### src/hdl/gbp_pkg.sv
package gbp_pkg;

  typedef struct packed {
    logic [7:0] a;
    logic [7:0] b;
    logic [7:0] g;
    logic [7:0] r;
  } pixel_t;

  // config register indexes
  localparam logic [1:0] RegIntensity = 2'd0;
  localparam logic [1:0] RegMode      = 2'd1;
  localparam int unsigned CfgIdxW     = 2;
  localparam int unsigned CfgDataW    = 7;

  // gray method codes; every other code selects luma
  localparam logic [1:0] ModeLuma  = 2'd0;
  localparam logic [1:0] ModeAvg   = 2'd1;
  localparam logic [1:0] ModeLight = 2'd2;

  localparam logic [6:0] FullAmt      = 7'd100;
  localparam logic [6:0] IntensityRst = 7'd100;

  // BT.601 weights over 1000
  localparam logic [8:0] WLumaR = 9'd299;
  localparam logic [9:0] WLumaG = 10'd587;
  localparam logic [6:0] WLumaB = 7'd114;

  // reciprocals, exact over the reachable ranges
  // x/1000 = (x>>3)/125 ; (y*33555)>>22 for y < 32768
  localparam logic [15:0] RecipLuma = 16'd33555;
  // x/3 = (x*683)>>11 for x <= 765
  localparam logic [9:0]  RecipAvg  = 10'd683;
  // x/100 = (x*5243)>>19 for x <= 25500
  localparam logic [12:0] RecipPct  = 13'd5243;

endpackage

### src/hdl/gbp_gray.sv
module gbp_gray
  import gbp_pkg::*;
(
  input  logic       clk_i,
  input  logic [1:0] mode_i,
  input  logic [7:0] r_i,
  input  logic [7:0] g_i,
  input  logic [7:0] b_i,
  output logic [7:0] gray_o
);

  logic [17:0] luma_sum_d, luma_sum_q;
  logic [9:0]  avg_sum_d, avg_sum_q;
  logic [8:0]  lite_sum_d, lite_sum_q;
  logic [7:0]  max_rg, min_rg, max_c, min_c;
  logic [30:0] luma_prod;
  logic [19:0] avg_prod;
  logic [7:0]  gray_d, gray_q;

  // stage 1: weighted sums and extremes
  always_comb begin
    max_rg     = (r_i > g_i) ? r_i : g_i;
    min_rg     = (r_i < g_i) ? r_i : g_i;
    max_c      = (max_rg > b_i) ? max_rg : b_i;
    min_c      = (min_rg < b_i) ? min_rg : b_i;
    luma_sum_d = 18'(r_i) * 18'(WLumaR) + 18'(g_i) * 18'(WLumaG) + 18'(b_i) * 18'(WLumaB);
    avg_sum_d  = 10'(r_i) + 10'(g_i) + 10'(b_i);
    lite_sum_d = 9'(max_c) + 9'(min_c);
  end

  always_ff @(posedge clk_i) begin
    luma_sum_q <= luma_sum_d;
    avg_sum_q  <= avg_sum_d;
    lite_sum_q <= lite_sum_d;
  end

  // stage 2: divide and select
  always_comb begin
    luma_prod = 31'(luma_sum_q[17:3]) * 31'(RecipLuma);
    avg_prod  = 20'(avg_sum_q) * 20'(RecipAvg);
    case (mode_i)
      ModeAvg:   gray_d = avg_prod[18:11];
      ModeLight: gray_d = lite_sum_q[8:1];
      default:   gray_d = luma_prod[29:22];
    endcase
  end

  always_ff @(posedge clk_i) begin
    gray_q <= gray_d;
  end

  assign gray_o = gray_q;

endmodule

### src/hdl/gbp_mix.sv
module gbp_mix
  import gbp_pkg::*;
(
  input  logic       clk_i,
  input  logic [7:0] gray_i,
  input  logic [7:0] chan_i,
  input  logic [6:0] amt_i,
  input  logic [6:0] inv_i,
  output logic [7:0] mix_o
);

  logic [14:0] prod_d, prod_q;
  logic [27:0] quot;

  // stage 3: weighted blend numerator, at most 25500
  assign prod_d = 15'(gray_i) * 15'(amt_i) + 15'(chan_i) * 15'(inv_i);

  always_ff @(posedge clk_i) begin
    prod_q <= prod_d;
  end

  // stage 4: divide by 100
  assign quot  = 28'(prod_q) * 28'(RecipPct);
  assign mix_o = quot[26:19];

endmodule

### src/hdl/grayscale_blend_pixel_core.sv
// Throughput: one item per cycle; busy_o is never raised.
// Pipeline: sums, gray divide/select, blend multiply, divide by 100 and output.
// The receiver cannot stall; valid_o pulses for one cycle per item.
// Reset clears the valid pipeline, intensity to 100 and mode to luma.
module grayscale_blend_pixel_core
  import gbp_pkg::*;
(
  input  logic                clk_i,
  input  logic                rst_ni,
  input  logic                start_i,
  output logic                busy_o,
  input  logic [31:0]         pixel_in_i,
  output logic                valid_o,
  output logic [31:0]         pixel_out_o,
  input  logic                cfg_we_i,
  input  logic [CfgIdxW-1:0]  cfg_index_i,
  input  logic [CfgDataW-1:0] cfg_data_i
);

  logic [6:0] intensity_q;
  logic [1:0] mode_q;
  logic [6:0] amt;
  logic [6:0] inv;
  logic [3:0] vld_d, vld_q;
  pixel_t     pix_q [3];
  pixel_t     pix_in;
  pixel_t     pix_out_d, pix_out_q;
  logic [7:0] gray;
  logic [7:0] mix_r, mix_g, mix_b;

  assign pix_in = pixel_in_i;
  assign busy_o = 1'b0;

  always_ff @(posedge clk_i or negedge rst_ni) begin
    if (!rst_ni) begin
      intensity_q <= IntensityRst;
      mode_q      <= ModeLuma;
    end else if (cfg_we_i) begin
      case (cfg_index_i)
        RegIntensity: intensity_q <= cfg_data_i;
        RegMode:      mode_q      <= cfg_data_i[1:0];
        default:      ;
      endcase
    end
  end

  // zero and out-of-range intensity mean full gray
  assign amt = (intensity_q == 7'd0 || intensity_q > FullAmt) ? FullAmt : intensity_q;
  assign inv = FullAmt - amt;

  assign vld_d = {vld_q[2:0], start_i & ~busy_o};

  always_ff @(posedge clk_i or negedge rst_ni) begin
    if (!rst_ni) begin
      vld_q <= '0;
    end else begin
      vld_q <= vld_d;
    end
  end

  always_ff @(posedge clk_i) begin
    pix_q[0]  <= pix_in;
    pix_q[1]  <= pix_q[0];
    pix_q[2]  <= pix_q[1];
    pix_out_q <= pix_out_d;
  end

  gbp_gray u_gray (
    .clk_i  (clk_i),
    .mode_i (mode_q),
    .r_i    (pix_in.r),
    .g_i    (pix_in.g),
    .b_i    (pix_in.b),
    .gray_o (gray)
  );

  gbp_mix u_mix_r (
    .clk_i  (clk_i),
    .gray_i (gray),
    .chan_i (pix_q[1].r),
    .amt_i  (amt),
    .inv_i  (inv),
    .mix_o  (mix_r)
  );

  gbp_mix u_mix_g (
    .clk_i  (clk_i),
    .gray_i (gray),
    .chan_i (pix_q[1].g),
    .amt_i  (amt),
    .inv_i  (inv),
    .mix_o  (mix_g)
  );

  gbp_mix u_mix_b (
    .clk_i  (clk_i),
    .gray_i (gray),
    .chan_i (pix_q[1].b),
    .amt_i  (amt),
    .inv_i  (inv),
    .mix_o  (mix_b)
  );

  // transparent pixels pass through untouched
  always_comb begin
    if (pix_q[2].a == 8'd0) begin
      pix_out_d = pix_q[2];
    end else begin
      pix_out_d.a = pix_q[2].a;
      pix_out_d.b = mix_b;
      pix_out_d.g = mix_g;
      pix_out_d.r = mix_r;
    end
  end

  assign valid_o     = vld_q[3];
  assign pixel_out_o = pix_out_q;

`ifndef ASSERT_OFF
  a_item_out: assert property (@(posedge clk_i) disable iff (!rst_ni)
    start_i |-> ##4 valid_o)
    else $error("accepted item produced no result");

  a_no_spurious: assert property (@(posedge clk_i) disable iff (!rst_ni)
    !start_i |-> ##4 !valid_o)
    else $error("result without an accepted item");

  a_alpha_kept: assert property (@(posedge clk_i) disable iff (!rst_ni)
    start_i |-> ##4 (pixel_out_o[31:24] == $past(pixel_in_i[31:24], 4)))
    else $error("alpha changed");

  a_transparent: assert property (@(posedge clk_i) disable iff (!rst_ni)
    (start_i && pixel_in_i[31:24] == 8'd0) |-> ##4 (pixel_out_o == $past(pixel_in_i, 4)))
    else $error("transparent pixel modified");

  a_full_gray: assert property (@(posedge clk_i) disable iff (!rst_ni)
    (valid_o && amt == FullAmt && pixel_out_o[31:24] != 8'd0) |->
      (pixel_out_o[7:0] == pixel_out_o[15:8] && pixel_out_o[15:8] == pixel_out_o[23:16]))
    else $error("channels differ at full intensity");
`endif

endmodule

### config.mk
export PLATFORM = sky130hd
export DESIGN_NAME = grayscale_blend_pixel_core
export DESIGN_NICKNAME = d
export VERILOG_FILES = /design/src/hdl/gbp_pkg.sv /design/src/hdl/gbp_gray.sv /design/src/hdl/gbp_mix.sv /design/src/hdl/grayscale_blend_pixel_core.sv
export SDC_FILE = /design/constraint.sdc
export NUM_CORES = 2
export LEC_CHECK = 0
export BUFFER_PORTS_ARGS = -buffer_cell sky130_fd_sc_hd__buf_4
export CORE_UTILIZATION = 25
export CTS_BUF_LIST = sky130_fd_sc_hd__clkbuf_8 sky130_fd_sc_hd__clkbuf_16
export CTS_CLUSTER_DIAMETER = 100
export DETAILED_ROUTE_END_ITERATION = 16
export SYNTH_ARGS = -nofsm -noshare
export SYNTH_HDL_FRONTEND = slang
export SYNTH_SLANG_ARGS = --single-unit
### constraint.sdc
create_clock -name clk_i -period 6.8 [get_ports clk_i]
set_input_delay 1.02 -clock clk_i [delete_from_list [all_inputs] [get_ports clk_i]]
set_output_delay 1.02 -clock clk_i [all_outputs]
set_load 0.1 [all_outputs]
Word level (Yosys, flattened, before mapping)
Memory sizes are Yosys's and may differ from the RTL's.
Cells that the tools add are included.
{"block": "word_totals", "ff_bits": 135, "ramBits": 96, "input_bits": 45, "out_inout_bits": 34, "wordCells": 57, "mem_count": 1}
{"block": "classes", "add_sub_neg": 9, "multipliers": 12, "magnitude_cmp": 5, "n_eq_ne": 3, "mux": 7, "reduce_logical": 6}
{"memory": "pix_q", "depth": 3, "word_bits": 32, "rd": 3, "rd_ports_with_merged_regs": 0, "wr": 3, "line_no": "grayscale_blend_pixel_core.sv:25", "text": "pixel_t pix_q [3];"}
{"cell": "$mul A15 B13 Y27 const B", "count": 3}
{"cell": "$mul A8 B7 Y15", "count": 4}
{"cell": "$add A15 B15 Y15", "count": 3}
{"cell": "$mux W8", "count": 4}
{"cell": "$mul A15 B16 Y30 const B", "count": 1}
{"cell": "$mux W24", "count": 1}
{"cell": "$mul A10 B10 Y19 const B", "count": 1}
{"cell": "$add A17 B18 Y18", "count": 1}
{"cell": "$add A18 B15 Y18", "count": 1}
{"cell": "$add A8 B8 Y9", "count": 2}
{"cell": "$mul A8 B10 Y18 const B", "count": 1}
{"cell": "$mul A8 B9 Y17 const B", "count": 1}
{"cell": "$gt A8 B8 Y1", "count": 2}
{"cell": "$lt A8 B8 Y1", "count": 2}
{"cell": "$pmux W8 S2", "count": 1}
{"cell": "$mul A8 B6 Y14 const B", "count": 1}
{"cell": "$add A10 B8 Y10", "count": 1}
{"cell": "$logic_not A8 Y1", "count": 1}
{"cell": "$gt A7 B7 Y1 const B", "count": 1}
{"cell": "$logic_not A7 Y1", "count": 1}
{"cell": "$mux W7", "count": 1}
{"cell": "$sub A7 B7 Y7 const A", "count": 1}
{"cell": "$eq A2 B1 Y1 const B", "count": 2}
{"cell": "$reduce_and A2 Y1", "count": 2}
{"cell": "3 further kinds", "count": 3}

Depth between registers and ports, before layout
{"block": "depth", "depth_word": 6, "depth_mapped": 35, "depth_no_buf": 34}

Modules after synthesis
Synthesis repeated with hierarchy kept, for this count alone.
{"block": "hier_totals", "cells_unflattened": 3799, "hier_area_um2": 37280.8}
{"mod": "gbp_gray", "n_inst": 1, "cells_per_inst": 1160, "area_each_um2": 10887.9, "seq_area_each_um2": 820.8}
{"mod": "gbp_mix (u_mix_g)", "n_inst": 1, "cells_per_inst": 819, "area_each_um2": 7656.1, "seq_area_each_um2": 300.3}
{"mod": "gbp_mix (u_mix_b)", "n_inst": 1, "cells_per_inst": 808, "area_each_um2": 7569.8, "seq_area_each_um2": 300.3}
{"mod": "gbp_mix (u_mix_r)", "n_inst": 1, "cells_per_inst": 786, "area_each_um2": 7488.4, "seq_area_each_um2": 300.3}
{"mod": "grayscale_blend_pixel_core", "n_inst": 1, "cells_per_inst": 226, "area_each_um2": 3678.5, "seq_area_each_um2": 2891.5}

Worst setup path before layout
OpenSTA, ideal clock, no wires.
{"block": "synth_path", "path_kind": "reg-to-reg", "startpoint": "register intensity_q[5]", "endpoint": "register u_mix_b.prod_q[14]", "setup_ps": 130, "arrival_ps": 7405, "required_time_ps": 6670, "slack_ps": -734, "path_stages_with_launch": 32, "path_buffers": 2, "period_less_slack_ps": 7534, "cell_sequence": "dfstp_2 -> clkbuf_1 -> nor3_1 -> a31oi_1 -> and2_1 -> clkbuf_1 -> nor2b_1 -> fa_1 -> inv_1 -> fa_1 -> inv_1 -> fa_1 -> inv_1 -> fa_1 -> inv_1 -> ha_1 -> inv_1 -> a21oi_1 -> nand2b_1 -> fa_1 -> inv_1 -> fa_1 -> fa_1 -> ha_1 -> a21boi_0 -> o21ai_0 -> a21oi_1 -> a41o_1 -> o21ai_0 -> nand2b_1 -> a21oi_1 -> xnor3_1"}
{"block": "synth_via", "elab_chain_len": 6, "word_cells_on_any_way": 8, "cone_classes": "add/sub: 2; mul: 2; order compare: 1; mux: 1; reduce/logical: 2"}
{"element": "start, declared", "line_no": "grayscale_blend_pixel_core.sv:20", "text": "logic [6:0] intensity_q;"}
{"element": "start signal, assigned", "line_no": "grayscale_blend_pixel_core.sv:36", "text": "intensity_q <= IntensityRst;"}
{"element": "start signal, assigned", "line_no": "grayscale_blend_pixel_core.sv:40", "text": "RegIntensity: intensity_q <= cfg_data_i;"}
{"element": "$gt A7 B7 Y1 or $logic_not A7 Y1 (tied branches)", "line_no": "grayscale_blend_pixel_core.sv:48", "text": "assign amt = (intensity_q == 7'd0 || intensity_q > FullAmt) ? FullAmt : intensity_q;"}
{"element": "$logic_or A1 B1 Y1", "line_no": "grayscale_blend_pixel_core.sv:48"}
{"element": "$mux W7 *", "line_no": "grayscale_blend_pixel_core.sv:48"}
{"element": "$sub A7 B7 Y7", "line_no": "grayscale_blend_pixel_core.sv:49", "text": "assign inv = FullAmt - amt;"}
{"element": "$mul A8 B7 Y15", "line_no": "gbp_mix.sv:16", "text": "assign prod_d = 15'(gray_i) * 15'(amt_i) + 15'(chan_i) * 15'(inv_i);"}
{"element": "$add A15 B15 Y15 *", "line_no": "gbp_mix.sv:16"}
{"element": "net u_mix_b.prod_d[14]", "line_no": "gbp_mix.sv:12", "text": "logic [14:0] prod_d, prod_q;"}
{"element": "end signal, assigned", "line_no": "gbp_mix.sv:19", "text": "prod_q <= prod_d;"}
{"element": "end, declared", "line_no": "gbp_mix.sv:12"}
Mark *: on every way through the listed nets, which the timed path passes. The rest lies on a longest branch.
A chain may end at the register's enable or synchronous reset.

Worst setup path in the final report
{"block": "layout_path", "startpoint": "register intensity_q[0]", "endpoint": "register u_mix_g.prod_q[13]"}
{"block": "layout_via", "elab_chain_len": 6, "word_cells_on_any_way": 8, "cone_classes": "add/sub: 2; mul: 2; order compare: 1; mux: 1; reduce/logical: 2"}
{"element": "$gt A7 B7 Y1 or $logic_not A7 Y1 (tied branches)", "line_no": "grayscale_blend_pixel_core.sv:48"}
{"element": "$logic_or A1 B1 Y1", "line_no": "grayscale_blend_pixel_core.sv:48"}
{"element": "$mux W7 *", "line_no": "grayscale_blend_pixel_core.sv:48"}
{"element": "$sub A7 B7 Y7", "line_no": "grayscale_blend_pixel_core.sv:49"}
{"element": "$mul A8 B7 Y15", "line_no": "gbp_mix.sv:16"}
{"element": "$add A15 B15 Y15 *", "line_no": "gbp_mix.sv:16"}
{"element": "net u_mix_g.prod_d[13]", "line_no": "gbp_mix.sv:12"}
{"element": "end signal, assigned", "line_no": "gbp_mix.sv:19"}
{"element": "end, declared", "line_no": "gbp_mix.sv:12"}
Marks and branches as above.

==> run summary <==
No sink is reached through more buffers than the 3 on the longest clock path. The mean post-synth cell area came out at between 9 and 10 um^2. Once layout is complete, the cells apart from fillers number 5381.

The largest net degree at the start of global routing is 49. The share of layout cells above drive strength 1 is 11.4%. Counting every sink on the clock net gives 227. The global-route wire length before repair is between 100000 and 150000 um.

The multi-input combinational cells in the finished layout cover a total of 26100 um^2. The kind of path behind the tightest hold check is in -> async. The kind of launch point of the worst setup path is a flip-flop. The required time at the worst-slack endpoint is 7.32 ns.

The number of global-route vias before repair is 24300. Clock tree synthesis inserted a total of 31 buffers. The via density per instance is 4.17. The time the worst path needs with I/O delays and setup came out at slightly above 7 ns. The routed layout has 22400 vias.

The sum of overflow across all layers after global routing came out at 0. The count of final hold-check violations is 0. The number of synthesized flops with an enable pin came out at 0. By instance count, the cell type seen most on the critical path is sky130_fd_sc_hd__fa_1. In this run, the number of DRC markers left after iteration 0 of detailed routing was 894. Detailed placement finished with a half-perimeter wire length of between 60000 and 70000 um. The largest individual stage delay along the critical path comes from the cell sky130_fd_sc_hd__fa_1. For this run, design rule violations remaining after detail routing come to 0. The period utilization came out at 107%. The maximum achievable frequency is 138 MHz. The cell area that synthesis handed to floorplanning was between 30000 and 40000 um^2.

The total number of yosys warnings came out at 0. The filler cell count in the final layout came out at 13700. The start of the worst register-to-register path is intensity_q[0]$_DFFE_PN0P_.

The number of maximum-capacitance constraint violations is 0. From left edge to right edge, the die measures between 300 and 400 um. On the final layout, the worst clock skew is 0.0328 ns. The checks that failed: setup timing.

The initial core utilization is around 25%. The TritonCTS clock tree is yes. For this run, the post-layout net count is 4881. The most frequently used flop master after synthesis is sky130_fd_sc_hd__dfxtp_1.

After technology mapping, the gate count stands at 3378. The run finished, with violations left. The final hold slack is between 0.2 and 0.25 ns. The number of inserted diodes is 0. For the worst-skew pair, the clock arrives at the later sink with an insertion delay of 0.63 ns. The root buffer cell is sky130_fd_sc_hd__clkbuf_16. The average wire length per cell after detail routing is 13.9 um. After detailed placement, the design holds a cell count of between 5000 and 6000. The total routing resource utilization after global routing came out at 11.4%. Registers take ~4600 um^2. The synthesized design contains roughly 230 register bits. At the worst endpoint, the arrival time is 7.78 ns. The proportion of synthesized chip area in sequential cells is 13.8%. The number of library cell types mapped by synthesis came out at 69.

The pin slew with the least headroom to its limit is 1.19 ns. The initial antenna violation count came out at 0. The total iterations of the first detailed-routing run is 5. The die covers 135000 um^2. The final max-slew violation count is 0. STA classifies the critical path endpoint as a flip-flop. Setup repair after global routing could not meet its margin everywhere.

The net count of the mapped netlist came out at 4658. The core region is 132000 um^2. The cell row count came out at 133. The area overhead of the layout relative to synthesis is 16.7%.

The critical path in this run is classified as reg -> reg. The height of the chip is 367 um. The maximum fanout encountered on the critical timing path came out at 7. The CTS clock-pin slew for the worst setup and hold paths came out at 0.06 ns.

For this run, the slowest stage of the critical path takes 0.55 ns. The count of H-tree levels built during CTS came out at 1. The share of synthesized registers carrying an async set or reset came out at 5.73%. The total setup violations reported at the end of the flow is 12.

Tracing the worst setup path back leads to its startpoint at intensity_q[0]$_DFFE_PN0P_. For this design the top-level I/O count stands at 79. The count of buffers added on input and output ports is slightly below 80. The weighted congestion reported at the end of routability-driven placement came out at a little under 0.9. Headroom to the max-slew limit came out at between 20% and 30%. The total detailed-routing wirelength is 74600 um. Once routing completed, OpenROAD measured the worst setup slack at -0.467 ns. In this run the remaining antenna-violating nets after routing total 0.
-- flip-flops by register name, indices dropped and copies added (netlist names) --
name,flops
pixel_out_o,32
u_gray.luma_sum_q,15
intensity_q,7
pix_q,96
u_mix_r.prod_q,15
u_mix_b.prod_q,15
u_gray.gray_o,8
u_gray.avg_sum_q,10
u_gray.lite_sum_q,8
mode_q,2
vld_q,4
u_mix_g.prod_q,15
-- area by class of cell --
cell class	count	share of cell area, %
repair buffers	231	4.66
clock inverters	24	0.665
flip-flops and latches	227	11.8
well taps	1755	5.64
multi-input cells	2257	66.9
clock buffers	34	2.10
inverters	853	8.22
-- critical path, delay by kind of cell (launching register included) --
kind / cells / cell delay, ns
flip-flops: 1 / 0.41
buffers and inverters: 7 / 0.46
AND/OR/NAND/NOR: 6 / 0.94
adder cells (fa/ha/maj): 9 / 4.01
AO/OA/AOI/OAI: 7 / 1.20
XOR/XNOR: 1 / 0.15
-- placed cells by master (no fill, tap or decap), types with 8 or more instances in the layout --
master / synthesis / layout
sky130_fd_sc_hd__a21o_1: 37 / 37
sky130_fd_sc_hd__a21oi_1: 130 / 115
sky130_fd_sc_hd__a21oi_2: 1 / 12
sky130_fd_sc_hd__and2_1: 90 / 88
sky130_fd_sc_hd__and3_1: 66 / 64
sky130_fd_sc_hd__buf_4: 1 / 219
sky130_fd_sc_hd__buf_6: 0 / 8
sky130_fd_sc_hd__clkbuf_16: 0 / 31
sky130_fd_sc_hd__dfrtp_1: 10 / 9
sky130_fd_sc_hd__dfxtp_1: 214 / 214
sky130_fd_sc_hd__fa_1: 489 / 488
sky130_fd_sc_hd__ha_1: 746 / 732
sky130_fd_sc_hd__ha_4: 0 / 14
sky130_fd_sc_hd__inv_1: 853 / 843
sky130_fd_sc_hd__inv_2: 0 / 10
sky130_fd_sc_hd__inv_6: 0 / 8
sky130_fd_sc_hd__mux2_2: 12 / 12
sky130_fd_sc_hd__nand2_1: 147 / 144
sky130_fd_sc_hd__nand2b_1: 12 / 11
sky130_fd_sc_hd__nand3_1: 22 / 18
sky130_fd_sc_hd__nor2_1: 85 / 77
sky130_fd_sc_hd__nor2b_1: 30 / 24
sky130_fd_sc_hd__nor3_1: 22 / 20
sky130_fd_sc_hd__o21a_1: 28 / 28
sky130_fd_sc_hd__o21ai_0: 70 / 59
sky130_fd_sc_hd__o21bai_1: 18 / 18
sky130_fd_sc_hd__xnor2_1: 106 / 96
sky130_fd_sc_hd__xnor2_2: 0 / 8
sky130_fd_sc_hd__xor2_1: 33 / 32
-- final timing paths --
kind	end	slack (ns)	depth (start not counted)
max in group asynchronous	intensity_q[2]$_DFFE_PN1P_	6.33	1
min reg2reg	pix_q[0][62]$_DFF_P_	0.32	0
min in group clk_i	pix_q[0][62]$_DFF_P_	0.32	0
max reg2reg	u_mix_g.prod_q[13]$_DFF_P_	-0.47	30
max	u_mix_g.prod_q[13]$_DFF_P_	-0.47	30
min	vld_q[3]$_DFF_PN0_	0.23	1
-- per-stage QoR --
stage               cell area [um^2]  utilization [%]  setup slack, ns  TNS, ns
floorplan                      33600                -           -0.347    -2.15
global placement               37200             28.2           -0.518    -4.95
detailed placement             37200             28.2           -0.611    -6.29
CTS                            38700             29.4           -0.406    -2.97
global route                   39000             29.5           -0.772    -9.01
finish                         39000             29.5           -0.467    -3.54
-- cells in the mapped netlist, types with 6 or more instances --
master / instances / area share (%)
sky130_fd_sc_hd__nand2_1: 147 / 1.7
sky130_fd_sc_hd__nor3_1: 22 / 0.33
sky130_fd_sc_hd__nand2b_1: 12 / 0.22
sky130_fd_sc_hd__o21ai_0: 70 / 1.0
sky130_fd_sc_hd__a211oi_1: 6 / 0.13
sky130_fd_sc_hd__clkbuf_1: 37 / 0.42
sky130_fd_sc_hd__nand4_1: 6 / 0.11
sky130_fd_sc_hd__a21oi_1: 130 / 1.9
sky130_fd_sc_hd__a21o_1: 37 / 0.83
sky130_fd_sc_hd__inv_1: 853 / 9.6
sky130_fd_sc_hd__o31ai_1: 6 / 0.13
sky130_fd_sc_hd__nor2_1: 85 / 0.96
sky130_fd_sc_hd__dfxtp_1: 214 / 13
sky130_fd_sc_hd__o21a_1: 28 / 0.63
sky130_fd_sc_hd__nor2b_1: 30 / 0.56
sky130_fd_sc_hd__mux2_2: 12 / 0.40
sky130_fd_sc_hd__o21bai_1: 18 / 0.40
sky130_fd_sc_hd__a221oi_1: 7 / 0.18
sky130_fd_sc_hd__and3_1: 66 / 1.2
sky130_fd_sc_hd__fa_1: 489 / 29
sky130_fd_sc_hd__xnor2_1: 106 / 2.8
sky130_fd_sc_hd__dfrtp_1: 10 / 0.75
sky130_fd_sc_hd__xor2_1: 33 / 0.87
sky130_fd_sc_hd__or2_2: 6 / 0.11
sky130_fd_sc_hd__ha_1: 746 / 28
sky130_fd_sc_hd__nor4_1: 6 / 0.11
sky130_fd_sc_hd__and2_1: 90 / 1.7
sky130_fd_sc_hd__nand3_1: 22 / 0.33
-- logic make-up (layout without fill, tap and decap cells) --
| kind of cell | Yosys count | after routing | share of synthesized area (%) |
|---|---|---|---|
| muxes | 12 | 12 | 0.405 |
| adders and majority gates | 1235 | 1235 | 57.3 |
| xor gates and xnor gates | 142 | 142 | 3.85 |
| buffers and inverters | 894 | 1142 | 10.1 |
| AOI/OAI and AO/OA | 356 | 356 | 6.86 |
| other | 1 | 1 | 0.0112 |
| DFF | 227 | 227 | 13.8 |
| and+or+nand+nor | 511 | 511 | 7.74 |
-- per-layer routing --
layer / GRT usage [%] / wire (um) / up-vias
li1: - / - / 11100
met1: 15.9 / 36500 / 11000
met2: 18.9 / 34400 / 258
met3: 1.30 / 2400 / 70
met4: 2.32 / 1300 / 0
met5: 0 / 0 / -
-- repair_timing --
action,4_1_cts,5_1_grt
buffers inserted,16,4
endpoints found under the setup margin,15,25
hold buffers,0,0
pin swaps,34,16
gates cloned,0,0
resized for setup,50,45
Power is not shown: default switching activity piles up to over one toggle a cycle in this logic, so the estimate is an artifact.
